### src/rtl/counting_semaphore_fifo_waiters_assert.svh
// Assertion macros for the counting semaphore block.
// Included by the RTL modules that check their own logic; no other dependency.
`ifndef COUNTING_SEMAPHORE_FIFO_WAITERS_ASSERT_SVH
`define COUNTING_SEMAPHORE_FIFO_WAITERS_ASSERT_SVH
`ifndef NO_ASSERTIONS
`define CSFW_ASSERT(label, prop, msg) \
  label: assert property (@(posedge clk) disable iff (!rst_n) (prop)) else $error(msg);
`define CSFW_ASSERT_NXT(label, pre, post, msg) \
  label: assert property (@(posedge clk) disable iff (!rst_n) (pre) |=> (post)) else $error(msg);
`else
`define CSFW_ASSERT(label, prop, msg)
`define CSFW_ASSERT_NXT(label, pre, post, msg)
`endif
`endif

### src/rtl/csfw_pkg.sv
// Shared constants, types and helpers for the counting semaphore block.
// No dependencies; imported by the top level.
package csfw_pkg;

  localparam int WAIT_DEPTH = 16;
  localparam int ID_BITS    = 8;
  localparam int PTR_W      = (WAIT_DEPTH > 1) ? $clog2(WAIT_DEPTH) : 1;
  localparam int TOT_W      = $clog2(WAIT_DEPTH + 1);

  localparam int CNT_W       = 16;
  localparam int NOW_W       = 17;
  localparam int WID_W       = 8;
  localparam int CFG_IDX_W   = 1;
  localparam int IN_TDATA_W  = 16;
  localparam int OUT_TDATA_W = 32;

  typedef logic [ID_BITS-1:0] id_t;
  typedef logic [PTR_W-1:0]   ptr_t;
  typedef logic [TOT_W-1:0]   tot_t;
  typedef logic [CNT_W-1:0]   cnt_t;
  typedef logic [3:0]         status_t;
  typedef logic [2:0]         mode_t;

  localparam mode_t M_POST    = 3'd0;
  localparam mode_t M_WAIT    = 3'd1;
  localparam mode_t M_TRYWAIT = 3'd2;
  localparam mode_t M_CANCEL  = 3'd3;
  localparam mode_t M_FREEZE  = 3'd4;
  localparam mode_t M_THAW    = 3'd5;

  localparam status_t ST_OK         = 4'd0;
  localparam status_t ST_QUEUED     = 4'd1;
  localparam status_t ST_NO_UNIT    = 4'd2;
  localparam status_t ST_FROZEN     = 4'd3;
  localparam status_t ST_RANGE      = 4'd4;
  localparam status_t ST_ALREADY    = 4'd5;
  localparam status_t ST_NOT_FROZEN = 4'd6;
  localparam status_t ST_FULL       = 4'd7;
  localparam status_t ST_NOT_FOUND  = 4'd8;

  localparam logic [CFG_IDX_W-1:0] REG_COUNT_MAX  = 1'd0;
  localparam logic [CFG_IDX_W-1:0] REG_INIT_COUNT = 1'd1;

  // Map a queue position to a RAM address, wrapping at the queue depth.
  function automatic ptr_t qaddr(ptr_t base, ptr_t off);
    logic [PTR_W:0] sum;
    sum = {1'b0, base} + {1'b0, off};
    if (sum >= (PTR_W + 1)'(WAIT_DEPTH)) begin
      sum = sum - (PTR_W + 1)'(WAIT_DEPTH);
    end
    return sum[PTR_W-1:0];
  endfunction

endpackage

### src/rtl/csfw_ram.sv
// Generic single-write, single-read RAM with registered read data.
// No dependencies.
module csfw_ram #(
  parameter int WIDTH = 8,
  parameter int DEPTH = 16
) (
  input  logic                                   clk,
  input  logic                                   we,
  input  logic [(DEPTH > 1 ? $clog2(DEPTH) : 1)-1:0] waddr,
  input  logic [WIDTH-1:0]                       wdata,
  input  logic [(DEPTH > 1 ? $clog2(DEPTH) : 1)-1:0] raddr,
  output logic [WIDTH-1:0]                       rdata
);

  logic [WIDTH-1:0] mem [DEPTH];

  always_ff @(posedge clk) begin
    if (we) begin
      mem[waddr] <= wdata;
    end
    rdata <= mem[raddr];
  end

endmodule

### src/rtl/counting_semaphore_fifo_waiters.sv
// Counting semaphore with an ordered queue of waiter IDs.
// Depends on csfw_pkg, csfw_ram and counting_semaphore_fifo_waiters_assert.svh.
//
// Usage: one request transaction on in_* (mode, waiter_id) yields one result
// transaction on out_* (status, count, availability, woken waiter). The
// user must write count_max or initial_count on the cfg_* port only while
// the block is idle; the block itself does not enforce this. The count,
// frozen flag and queue length sit in registers; the waiter IDs sit in a
// circular queue held in a one-port-read RAM with registered read data.
// Steps: a request is taken in the idle state, executed, then its result is
// registered in the done state; a post that wakes a waiter reads the queue
// head between execute and done. A cancel reads the queue one entry per
// cycle until it finds the ID, then closes the gap one entry per cycle.
// One request is in work at a time; the next is taken once the previous
// result sits in the output register. Reset sets count 0, not frozen,
// queue empty, count_max 1; no RAM clearing. When the receiver stalls, the
// result holds in the output register and the block finishes its current
// request, then waits for the register to drain.
`include "counting_semaphore_fifo_waiters_assert.svh"
module counting_semaphore_fifo_waiters (
  input  logic                                 clk,
  input  logic                                 rst_n,
  input  logic                                 in_tvalid,
  output logic                                 in_tready,
  // [2:0] mode, [10:3] waiter_id, [15:11] zero
  input  logic [csfw_pkg::IN_TDATA_W-1:0]      in_tdata,
  output logic                                 out_tvalid,
  input  logic                                 out_tready,
  // [3:0] status, [20:4] count_now, [21] available, [22] woken_valid,
  // [30:23] woken_id, [31] zero
  output logic [csfw_pkg::OUT_TDATA_W-1:0]     out_tdata,
  input  logic                                 cfg_we,
  input  logic [csfw_pkg::CFG_IDX_W-1:0]       cfg_index,
  input  logic [csfw_pkg::CNT_W-1:0]           cfg_wdata
);
  import csfw_pkg::*;

  localparam logic [2:0] S_IDLE   = 3'd0;
  localparam logic [2:0] S_EXEC   = 3'd1;
  localparam logic [2:0] S_POSTRD = 3'd2;
  localparam logic [2:0] S_SCAN   = 3'd3;
  localparam logic [2:0] S_SHIFT  = 3'd4;
  localparam logic [2:0] S_DONE   = 3'd5;

  logic [2:0]             state_r, state_nxt;
  mode_t                  mode_r, mode_nxt;
  id_t                    id_r, id_nxt;
  cnt_t                   count_max_r, count_max_nxt;
  cnt_t                   unit_r, unit_nxt;
  logic                   frozen_r, frozen_nxt;
  ptr_t                   head_r, head_nxt;
  tot_t                   total_r, total_nxt;
  ptr_t                   idx_r, idx_nxt;
  status_t                status_r, status_nxt;
  logic                   wvalid_r, wvalid_nxt;
  logic [WID_W-1:0]       wid_r, wid_nxt;
  logic                   out_valid_r, out_valid_nxt;
  logic [OUT_TDATA_W-1:0] out_data_r, out_data_nxt;

  logic                   ram_we;
  ptr_t                   ram_waddr;
  id_t                    ram_wdata;
  ptr_t                   ram_raddr;
  id_t                    ram_rdata;
  logic [NOW_W-1:0]       count_now;
  logic                   avail;

  csfw_ram #(
    .WIDTH(ID_BITS),
    .DEPTH(WAIT_DEPTH)
  ) u_waiters (
    .clk  (clk),
    .we   (ram_we),
    .waddr(ram_waddr),
    .wdata(ram_wdata),
    .raddr(ram_raddr),
    .rdata(ram_rdata)
  );

  assign in_tready  = (state_r == S_IDLE);
  assign out_tvalid = out_valid_r;
  assign out_tdata  = out_data_r;
  assign count_now  = frozen_r ? '1 : {1'b0, unit_r};
  assign avail      = !frozen_r && (unit_r != '0);

  always_comb begin
    state_nxt     = state_r;
    mode_nxt      = mode_r;
    id_nxt        = id_r;
    count_max_nxt = count_max_r;
    unit_nxt      = unit_r;
    frozen_nxt    = frozen_r;
    head_nxt      = head_r;
    total_nxt     = total_r;
    idx_nxt       = idx_r;
    status_nxt    = status_r;
    wvalid_nxt    = wvalid_r;
    wid_nxt       = wid_r;
    out_valid_nxt = out_valid_r && !out_tready;
    out_data_nxt  = out_data_r;
    ram_we        = 1'b0;
    ram_waddr     = head_r;
    ram_wdata     = id_r;
    ram_raddr     = head_r;

    unique case (state_r)
      S_IDLE: begin
        if (in_tvalid) begin
          mode_nxt  = in_tdata[2:0];
          id_nxt    = in_tdata[3 +: ID_BITS];
          state_nxt = S_EXEC;
        end
      end
      S_EXEC: begin
        status_nxt = ST_OK;
        wvalid_nxt = 1'b0;
        wid_nxt    = '0;
        state_nxt  = S_DONE;
        unique case (mode_r)
          M_POST: begin
            if (frozen_r) begin
              status_nxt = ST_FROZEN;
            end else if (total_r != '0) begin
              ram_raddr = head_r;
              state_nxt = S_POSTRD;
            end else if (unit_r >= count_max_r) begin
              status_nxt = ST_RANGE;
            end else begin
              unit_nxt = unit_r + 1'b1;
            end
          end
          M_WAIT: begin
            if (!frozen_r && (unit_r != '0)) begin
              unit_nxt = unit_r - 1'b1;
            end else if (total_r >= TOT_W'(WAIT_DEPTH)) begin
              status_nxt = ST_FULL;
            end else begin
              ram_we     = 1'b1;
              ram_waddr  = qaddr(head_r, total_r[PTR_W-1:0]);
              ram_wdata  = id_r;
              total_nxt  = total_r + 1'b1;
              status_nxt = ST_QUEUED;
            end
          end
          M_TRYWAIT: begin
            if (!frozen_r && (unit_r != '0)) begin
              unit_nxt = unit_r - 1'b1;
            end else begin
              status_nxt = ST_NO_UNIT;
            end
          end
          M_CANCEL: begin
            if (total_r == '0) begin
              status_nxt = ST_NOT_FOUND;
            end else begin
              idx_nxt   = '0;
              ram_raddr = head_r;
              state_nxt = S_SCAN;
            end
          end
          M_FREEZE: begin
            if (frozen_r) begin
              status_nxt = ST_ALREADY;
            end else begin
              frozen_nxt = 1'b1;
              unit_nxt   = '0;
            end
          end
          M_THAW: begin
            if (!frozen_r) begin
              status_nxt = ST_NOT_FROZEN;
            end else begin
              frozen_nxt = 1'b0;
              unit_nxt   = '0;
              total_nxt  = '0;
              head_nxt   = '0;
            end
          end
          default: begin
          end
        endcase
      end
      S_POSTRD: begin
        wvalid_nxt = 1'b1;
        wid_nxt    = WID_W'(ram_rdata);
        head_nxt   = qaddr(head_r, PTR_W'(1));
        total_nxt  = total_r - 1'b1;
        state_nxt  = S_DONE;
      end
      S_SCAN: begin
        if (ram_rdata == id_r) begin
          if (TOT_W'(idx_r) + 1'b1 == total_r) begin
            total_nxt = total_r - 1'b1;
            state_nxt = S_DONE;
          end else begin
            ram_raddr = qaddr(head_r, idx_r + 1'b1);
            state_nxt = S_SHIFT;
          end
        end else if (TOT_W'(idx_r) + 1'b1 == total_r) begin
          status_nxt = ST_NOT_FOUND;
          state_nxt  = S_DONE;
        end else begin
          idx_nxt   = idx_r + 1'b1;
          ram_raddr = qaddr(head_r, idx_r + 1'b1);
        end
      end
      S_SHIFT: begin
        // move the entry behind the gap one place toward the head
        ram_we    = 1'b1;
        ram_waddr = qaddr(head_r, idx_r);
        ram_wdata = ram_rdata;
        if (TOT_W'(idx_r) + TOT_W'(2) == total_r) begin
          total_nxt = total_r - 1'b1;
          state_nxt = S_DONE;
        end else begin
          idx_nxt   = idx_r + 1'b1;
          ram_raddr = qaddr(head_r, idx_r + PTR_W'(2));
        end
      end
      S_DONE: begin
        if (!out_valid_r || out_tready) begin
          out_valid_nxt = 1'b1;
          out_data_nxt  = {1'b0, wid_r, wvalid_r, avail, count_now, status_r};
          state_nxt     = S_IDLE;
        end
      end
      default: begin
        state_nxt = S_IDLE;
      end
    endcase

    if (cfg_we) begin
      unique case (cfg_index)
        REG_COUNT_MAX: begin
          count_max_nxt = cfg_wdata;
        end
        REG_INIT_COUNT: begin
          unit_nxt   = (cfg_wdata > count_max_r) ? count_max_r : cfg_wdata;
          frozen_nxt = 1'b0;
          total_nxt  = '0;
          head_nxt   = '0;
        end
        default: begin
        end
      endcase
    end
  end

  always_ff @(posedge clk) begin
    if (!rst_n) begin
      state_r     <= S_IDLE;
      count_max_r <= CNT_W'(1);
      unit_r      <= '0;
      frozen_r    <= 1'b0;
      head_r      <= '0;
      total_r     <= '0;
      out_valid_r <= 1'b0;
    end else begin
      state_r     <= state_nxt;
      count_max_r <= count_max_nxt;
      unit_r      <= unit_nxt;
      frozen_r    <= frozen_nxt;
      head_r      <= head_nxt;
      total_r     <= total_nxt;
      out_valid_r <= out_valid_nxt;
    end
  end

  always_ff @(posedge clk) begin
    mode_r     <= mode_nxt;
    id_r       <= id_nxt;
    idx_r      <= idx_nxt;
    status_r   <= status_nxt;
    wvalid_r   <= wvalid_nxt;
    wid_r      <= wid_nxt;
    out_data_r <= out_data_nxt;
  end

  `CSFW_ASSERT(a_total_bound, total_r <= TOT_W'(WAIT_DEPTH), "waiter total above depth")
  `CSFW_ASSERT(a_frozen_zero, !frozen_r || (unit_r == '0), "count nonzero while frozen")
  `CSFW_ASSERT(a_woken_ok, !(out_valid_r && out_data_r[22]) || (out_data_r[3:0] == ST_OK), "wake without ok status")
  `CSFW_ASSERT(a_scan_range, !((state_r == S_SCAN) || (state_r == S_SHIFT)) || (TOT_W'(idx_r) < total_r), "scan index past queue end")
  `CSFW_ASSERT_NXT(a_done_push, (state_r == S_DONE) && (!out_valid_r || out_tready), out_valid_r && (state_r == S_IDLE), "result not pushed")

endmodule

### config.mk
export PLATFORM = sky130hd
export DESIGN_NAME = counting_semaphore_fifo_waiters
export DESIGN_NICKNAME = d
export VERILOG_FILES = /design/src/rtl/csfw_pkg.sv /design/src/rtl/csfw_ram.sv /design/src/rtl/counting_semaphore_fifo_waiters.sv
export VERILOG_INCLUDE_DIRS = /design/src /design/src/rtl
export SDC_FILE = /design/constraint.sdc
export NUM_CORES = 1
export LEC_CHECK = 0
export ABC_CLOCK_PERIOD_IN_PS = 4200
export BUFFER_PORTS_ARGS = -buffer_cell sky130_fd_sc_hd__buf_2
export CORE_ASPECT_RATIO = 0.7
export CORE_MARGIN = 8
export CORE_UTILIZATION = 50
export DETAILED_ROUTE_END_ITERATION = 8
export PLACE_DENSITY = 0.67
export SLEW_MARGIN = 20
export SYNTH_ARGS = -nofsm -noshare
export SYNTH_HDL_FRONTEND = slang
export SYNTH_SLANG_ARGS = --single-unit
### constraint.sdc
create_clock -name clk -period 4.2 [get_ports clk]
set_input_delay 0.84 -clock clk [delete_from_list [all_inputs] [get_ports clk]]
set_output_delay 0.84 -clock clk [all_outputs]
set_load 0.05 [all_outputs]
# After elaboration in Yosys (flattened, before gate mapping)
# Memory sizes are Yosys's and may differ from the RTL's. A register that Yosys moved wholly into a read port is not among the register bits.
# Cells that the tools add are included.
dict set report word_totals {
  ramBits 128
  ff_bits 105
  output_inout_bits 34
  input_bits 38
  n_memories 1
  word_cells 171
}
dict set report classes {
  muxes 84
  magnitude_cmp 8
  n_bitwise 1
  n_eq_ne 23
  n_addsub 18
  n_reduce_logical 21
}
# name depth word_bits rd rd_clocked_by_memory_dff wr line
set memory_table {}
lappend memory_table {u_waiters.mem 16 8 1 1 1 csfw_ram.sv:15} ;# logic [WIDTH-1:0] mem [DEPTH];
# op n
set ops {}
lappend ops {{two-way mux 16 bit} 10}
lappend ops {{two-way mux 4 bit} 22}
lappend ops {{one-hot mux 16 bit (4 select lines)} 1}
lappend ops {{two-way mux 3 bit} 15}
lappend ops {{two-way mux 5 bit} 8}
lappend ops {{one-hot mux 4 bit (2 select lines)} 4}
lappend ops {{greater-or-equal comparator 5 bit (second input constant)} 6}
lappend ops {{one-hot mux 4 bit (6 select lines)} 1}
lappend ops {{adder 4 x 4 -> 5 bit} 4}
lappend ops {{one-hot mux 5 bit (4 select lines)} 1}
lappend ops {{subtractor 4 x 1 -> 4 bit (second input constant)} 5}
lappend ops {{one-hot mux 3 bit (6 select lines)} 1}
lappend ops {{two-way mux 17 bit} 1}
lappend ops {{adder 16 x 1 -> 16 bit (second input constant)} 1}
lappend ops {{greater-or-equal comparator 16 bit} 1}
lappend ops {{greater-than comparator 16 bit} 1}
lappend ops {{!= test 2 bit (second input constant)} 8}
lappend ops {{one-hot mux 8 bit (2 select lines)} 1}
lappend ops {{nonzero test 16 bit} 1}
lappend ops {{subtractor 16 x 1 -> 16 bit (second input constant)} 1}
lappend ops {{== test 3 x 2 -> 1 bit (second input constant)} 4}
lappend ops {{== test 3 bit (second input constant)} 4}
lappend ops {{one-hot mux 4 bit (3 select lines)} 1}
lappend ops {{two-way mux 1 bit} 11}
lappend ops {{30 further kinds} 42}

# Longest topological paths before layout
dict set report depth {
  word_depth 8
  depth_mapped 13
  mapped_depth_nobuf 11
}

# Modules after synthesis
# Synthesis repeated with hierarchy kept, for this count alone.
dict set report hier_totals {
  cells_unflattened 1097
  hier_area_um2 12602.1
}
# mod n_inst seq_area_each_um2 area_each_um2 cells_each
set modules_own_cells {}
lappend modules_own_cells {counting_semaphore_fifo_waiters 1 2692.6 7454.6 868}
lappend modules_own_cells {csfw_ram 1 4003.8 5147.4 229}

# Worst setup path after synthesis
# No wires, ideal clock.
dict set report synth_timing {
  path_kind {register to register}
  from {register unit_r[7]}
  to {memory u_waiters.mem[0][0] (enable)}
  path_buffers 2
  path_stages_with_launch 12
  t_arrival_ns 2.982
  synth_period_minus_slack_ns 3.353
  slack_ns 0.847
  setup_ns 0.370
  required_ns 3.830
  path_cell_list {dfxtp_1 -> buf_6 -> or4_4 -> buf_6 -> nor4_4 -> a21oi_4 -> or2_4 -> nor3_4 -> nor2_2 -> a221oi_2 -> nand2_2 -> nor2_1}
}
dict set report synth_between {
  elab_chain_cells 7
  word_cells_on_any_way 10
  classes_between {mux (8); reduce/logical (2)}
}
# element line
set synth_rtl {}
lappend synth_rtl {{start: declaration} counting_semaphore_fifo_waiters.sv:49} ;# cnt_t unit_r, unit_nxt;
lappend synth_rtl {{start signal: assignment} counting_semaphore_fifo_waiters.sv:261} ;# unit_r <= unit_nxt;
lappend synth_rtl {{nonzero test 16 bit *} -}
lappend synth_rtl {{logical AND 1 bit *} -}
lappend synth_rtl {{via avail} counting_semaphore_fifo_waiters.sv:66} ;# logic avail;
lappend synth_rtl {{two-way mux 1 bit} counting_semaphore_fifo_waiters.sv:133} ;# if (!frozen_r && (unit_r != '0)) begin
lappend synth_rtl {{two-way mux 1 bit} counting_semaphore_fifo_waiters.sv:119} ;# unique case (mode_r)
lappend synth_rtl {{one-hot mux 1 bit (2 select lines)} counting_semaphore_fifo_waiters.sv:106} ;# unique case (state_r)
lappend synth_rtl {{two-way mux 1 bit} csfw_ram.sv:18} ;# if (we) begin
lappend synth_rtl {{two-way mux 1 bit (implied by the code)} csfw_ram.sv:19} ;# mem[waddr] <= wdata;
lappend synth_rtl {{end: declaration} csfw_ram.sv:15}
# Mark *: on every way through the listed nets, which the timed path passes. The rest lies on a longest branch.

# Final worst setup path
dict set report layout_timing {
  from {register idx_r[0]}
  to {register u_waiters.rdata[1] (read register of u_waiters.mem)}
}
dict set report layout_between {
  elab_chain_cells 6
  word_cells_on_any_way 17
  classes_between {add/sub (8); order compare (2); eq/ne (2); mux (5)}
}
# element line
set layout_rtl {}
lappend layout_rtl {{start: declaration} counting_semaphore_fifo_waiters.sv:53} ;# ptr_t idx_r, idx_nxt;
lappend layout_rtl {{start signal: assignment} counting_semaphore_fifo_waiters.sv:272} ;# idx_r <= idx_nxt;
lappend layout_rtl {{adder 4 x 2 -> 4 bit / adder 4 x 1 -> 4 bit (equally long branches)} {counting_semaphore_fifo_waiters.sv:217, counting_semaphore_fifo_waiters.sv:196, counting_semaphore_fifo_waiters.sv:204}}
lappend layout_rtl {{adder 4 x 4 -> 5 bit} csfw_pkg.sv:47} ;# sum = {1'b0, base} + {1'b0, off};
lappend layout_rtl {{subtractor 4 x 1 -> 4 bit / greater-or-equal comparator 5 bit (equally long branches)} {csfw_pkg.sv:49, csfw_pkg.sv:48}}
lappend layout_rtl {{two-way mux 4 bit} csfw_pkg.sv:48} ;# if (sum >= (PTR_W + 1)'(WAIT_DEPTH)) begin
lappend layout_rtl {{two-way mux 4 bit, on equally long branches} {counting_semaphore_fifo_waiters.sv:212, counting_semaphore_fifo_waiters.sv:192, counting_semaphore_fifo_waiters.sv:199}}
lappend layout_rtl {{one-hot mux 4 bit (2 select lines) *} counting_semaphore_fifo_waiters.sv:106}
lappend layout_rtl {{end: declaration} csfw_ram.sv:12} ;# output logic [WIDTH-1:0] rdata
# Mark *: on every way between the ends. The rest lies on a longest branch, timed or not.
# A chain may end at the register's enable or synchronous reset.

==> metrics.cfg <==
[cells_and_area]
syn2layout_area_growth_pct = 12.7
layout_common_cells = edfxtp_1, nand2_1, mux2i_1
nets = 1287
drive_above_1_share_pct = 16.4
antenna_cells = 0
final_common_cell = edfxtp_1

[placement]
gp_congestion = 0.910
io_buffers = 65
hpwl_mm = 22.2

[detailed_routing]
drtIter0Drc = 733
wl_per_cell_um = 20.0
first_pass_iters = 7
vias = 8985
routed_via_density = 5.85
drc = 0
ant_nets = 0
routed_wl_mm = 30.7

[logic_synthesis]
syn_nets = 1220
async_flop_share_pct = 0
synth-edff-count = 187
synthCells = 1128
yosysWarningCount = 0
synthDistinctLibCells = 83
synth_seq_cells = 241
postSynthAreaPerCell_um2 = 11.1
ys_seq_area_share_pct = 53.3
syn-cell-area_um2 = 12600
synth_ff_type = edfxtp_1

[timing]
fin_crit_ns = 3.74
final_max_slew_viol_count = 0
fin_crit_sh_pct = 89.1
hold_ws_ns = 0.418
grt_setup_unrepaired = no
max-slew-margin-rel_pct = 30.7
fin_skew_ns = 0.0169
tightest_slew_ns = 1.04
setup_violations = 0
final_hold_viol_count = 0
max_freq_ghz = 0.267
setup_tns_ns = 0

[cts]
cts.hold.buffers_added = 0
cts_repair_resize_count = 0
cts_sinks = 241
htree_levels = 1
cts_root_buffer = clkbuf_16
cts_tree = yes
post_cts_buffers = 0
cts_buffers = 25
clkLatencyLatePin_ns = 0.53
max-clock-path-buffers = 3
path_clk_slew_ns = 0.06

[setup_path]
end_kind = flip-flop
critPathLaunchType = flip-flop
reg2reg_depth = 11
cp_max_fo = 16
critical_path_arrival_ns = 4.14
rrSetupSlack_ns = 0.46
critPathRequiredTime_ns = 4.60
r2r_start = idx_r[0]$_SDFFCE_PP0P_
crit_type = flip-flop to flip-flop
timing.rr.end = u_waiters.rdata[1]$_DFF_P_

[pwr]
ir_worst_vdd_mv = 0.323
cellPowerDensity_nw_per_um2 = 480
power_leakage_nw = 5.64
power.total_mw = 6.80

[die]
initial_core_util_pct = 50.9
die-area_um2 = 30500
coreArea_um2 = 24700
die_h_um = 149
die_x_um = 205
num_io_pins = 72
fp-row-count = 48

[hold_path]
hp-start = wid_r[7]$_SDFFCE_PN0N_
hold_end = out_tdata[30]$_DFFE_PP_
hold_path.class = flip-flop to flip-flop
whs_path_depth = 0

[global_routing]
gr-total-overflow = 0
track_usage_pct = 19.9
antenna_found_initial = 0
grt_pass1_wl_mm = 48.1
grt_pass1_vias = 8498
grt_max_degree = 52

[flow_run]
drv_cap = 0

[run_status]
outcome = complete, no violations

-- logic make-up after synthesis --
kind of cell / after synthesis / synth area share, %
and+or+nand+nor: 379 / 14.7
adders and majority gates: 54 / 5.62
muxes: 101 / 8.22
AOI/OAI and AO/OA: 216 / 12.1
buffers and inverters: 99 / 3.41
other: 1 / 0.0299
DFF: 241 / 53.3
xor gates and xnor gates: 37 / 2.58
-- how the worst max path moves through the flow --
stage	startpoint	end	cells after the start	slack, ns
2_1_floorplan	unit_r[7]$_SDFF_PN0_	u_waiters.mem[0][0]$_DFFE_PP_	11	0.85
3_3_place_gp	idx_r[1]$_SDFFCE_PP0P_	u_waiters.rdata[1]$_DFF_P_	11	0.54
3_5_place_dp	idx_r[1]$_SDFFCE_PP0P_	u_waiters.rdata[1]$_DFF_P_	11	0.48
4_1_cts	idx_r[1]$_SDFFCE_PP0P_	u_waiters.rdata[1]$_DFF_P_	11	0.44
5_1_grt	idx_r[1]$_SDFFCE_PP0P_	u_waiters.rdata[1]$_DFF_P_	11	0.23
6_report	idx_r[0]$_SDFFCE_PP0P_	u_waiters.rdata[1]$_DFF_P_	11	0.46
-- metal layers --
metal	global-route usage, %	part of all wire (%)	up-vias
li1	-	-	4316
met1	31.5	50	4307
met2	27.3	40	328
met3	4.24	8.4	34
met4	3.71	1.4	0
met5	0	0	-
-- through the flow --
step	utilization (%)	std cells	worst slack, ns	cell area [µm²]
after detailed placement	54.0	1493	0.475	13300
after global placement	54.0	1493	0.536	13300
after floorplan	-	1128	0.847	12600
after global routing	57.3	1536	0.226	14100
final	57.3	1536	0.458	14100
after CTS	57.3	1536	0.439	14100
-- worst max-delay path, cell delays in order, from the launching register on --
cell,delay (ns)
edfxtp_1,0.51
ha_1,0.30
xnor2_1,0.28
a221oi_1,0.17
o2111ai_1,0.42
mux2_2,0.41
a221oi_4,0.32
buf_4,0.34
mux2i_1,0.26
mux2i_1,0.11
a32oi_1,0.39
nand2_1,0.09
-- where the power goes --
part | internal, mW | total (mW) | switching, mW
clock network | 1.32 | 2.23 | 0.915
logic | 0.529 | 1.54 | 1.01
registers | 2.87 | 3.02 | 0.156
-- layout make-up --
type,instances,area [µm²]
Clock buffer,32,672
Sequential cell,241,6700
Multi-Input combinational cell,788,5460
Tap cell,325,407
Clock inverter,11,144
Fill cell,2063,10500
Inverter,34,128
Timing Repair Buffer,105,638
-- flip-flops by register name, summed over array words and instances, names as in the netlist --
| signal | count |
|---|---|
| count_max_r | 16 |
| frozen_r | 1 |
| head_r | 4 |
| id_r | 8 |
| idx_r | 4 |
| mode_r | 3 |
| out_tdata | 31 |
| out_tvalid | 1 |
| state_r | 3 |
| status_r | 4 |
| total_r | 5 |
| u_waiters.mem | 128 |
| u_waiters.rdata | 8 |
| unit_r | 16 |
| wid_r | 8 |
| wvalid_r | 1 |
-- cell usage after synthesis (7+ instances only) --
master / count / share of area [%]
a21boi_0: 16 / 0.96
ha_1: 50 / 5.0
buf_2: 11 / 0.44
or2_2: 16 / 0.80
o21ai_0: 29 / 1.2
a21oi_1: 49 / 2.0
nor2_1: 77 / 2.3
dfxtp_1: 54 / 8.6
buf_4: 7 / 0.42
nand2b_1: 8 / 0.40
a221oi_1: 7 / 0.49
o211ai_1: 8 / 0.48
nor3_1: 19 / 0.76
xnor2_1: 27 / 1.9
a31oi_1: 16 / 0.80
nand4_1: 20 / 1.0
and2_1: 11 / 0.55
nand3_1: 11 / 0.44
nand2_1: 148 / 4.4
edfxtp_1: 187 / 45
inv_1: 34 / 1.0
a21o_1: 14 / 0.84
mux2i_1: 84 / 6.7
nor2b_1: 16 / 0.80
xor2_1: 10 / 0.70
mux2_2: 17 / 1.5
a32oi_1: 12 / 0.84
clkbuf_1: 41 / 1.2
and3_1: 17 / 0.85
Power figures use the tool's default switching activity.
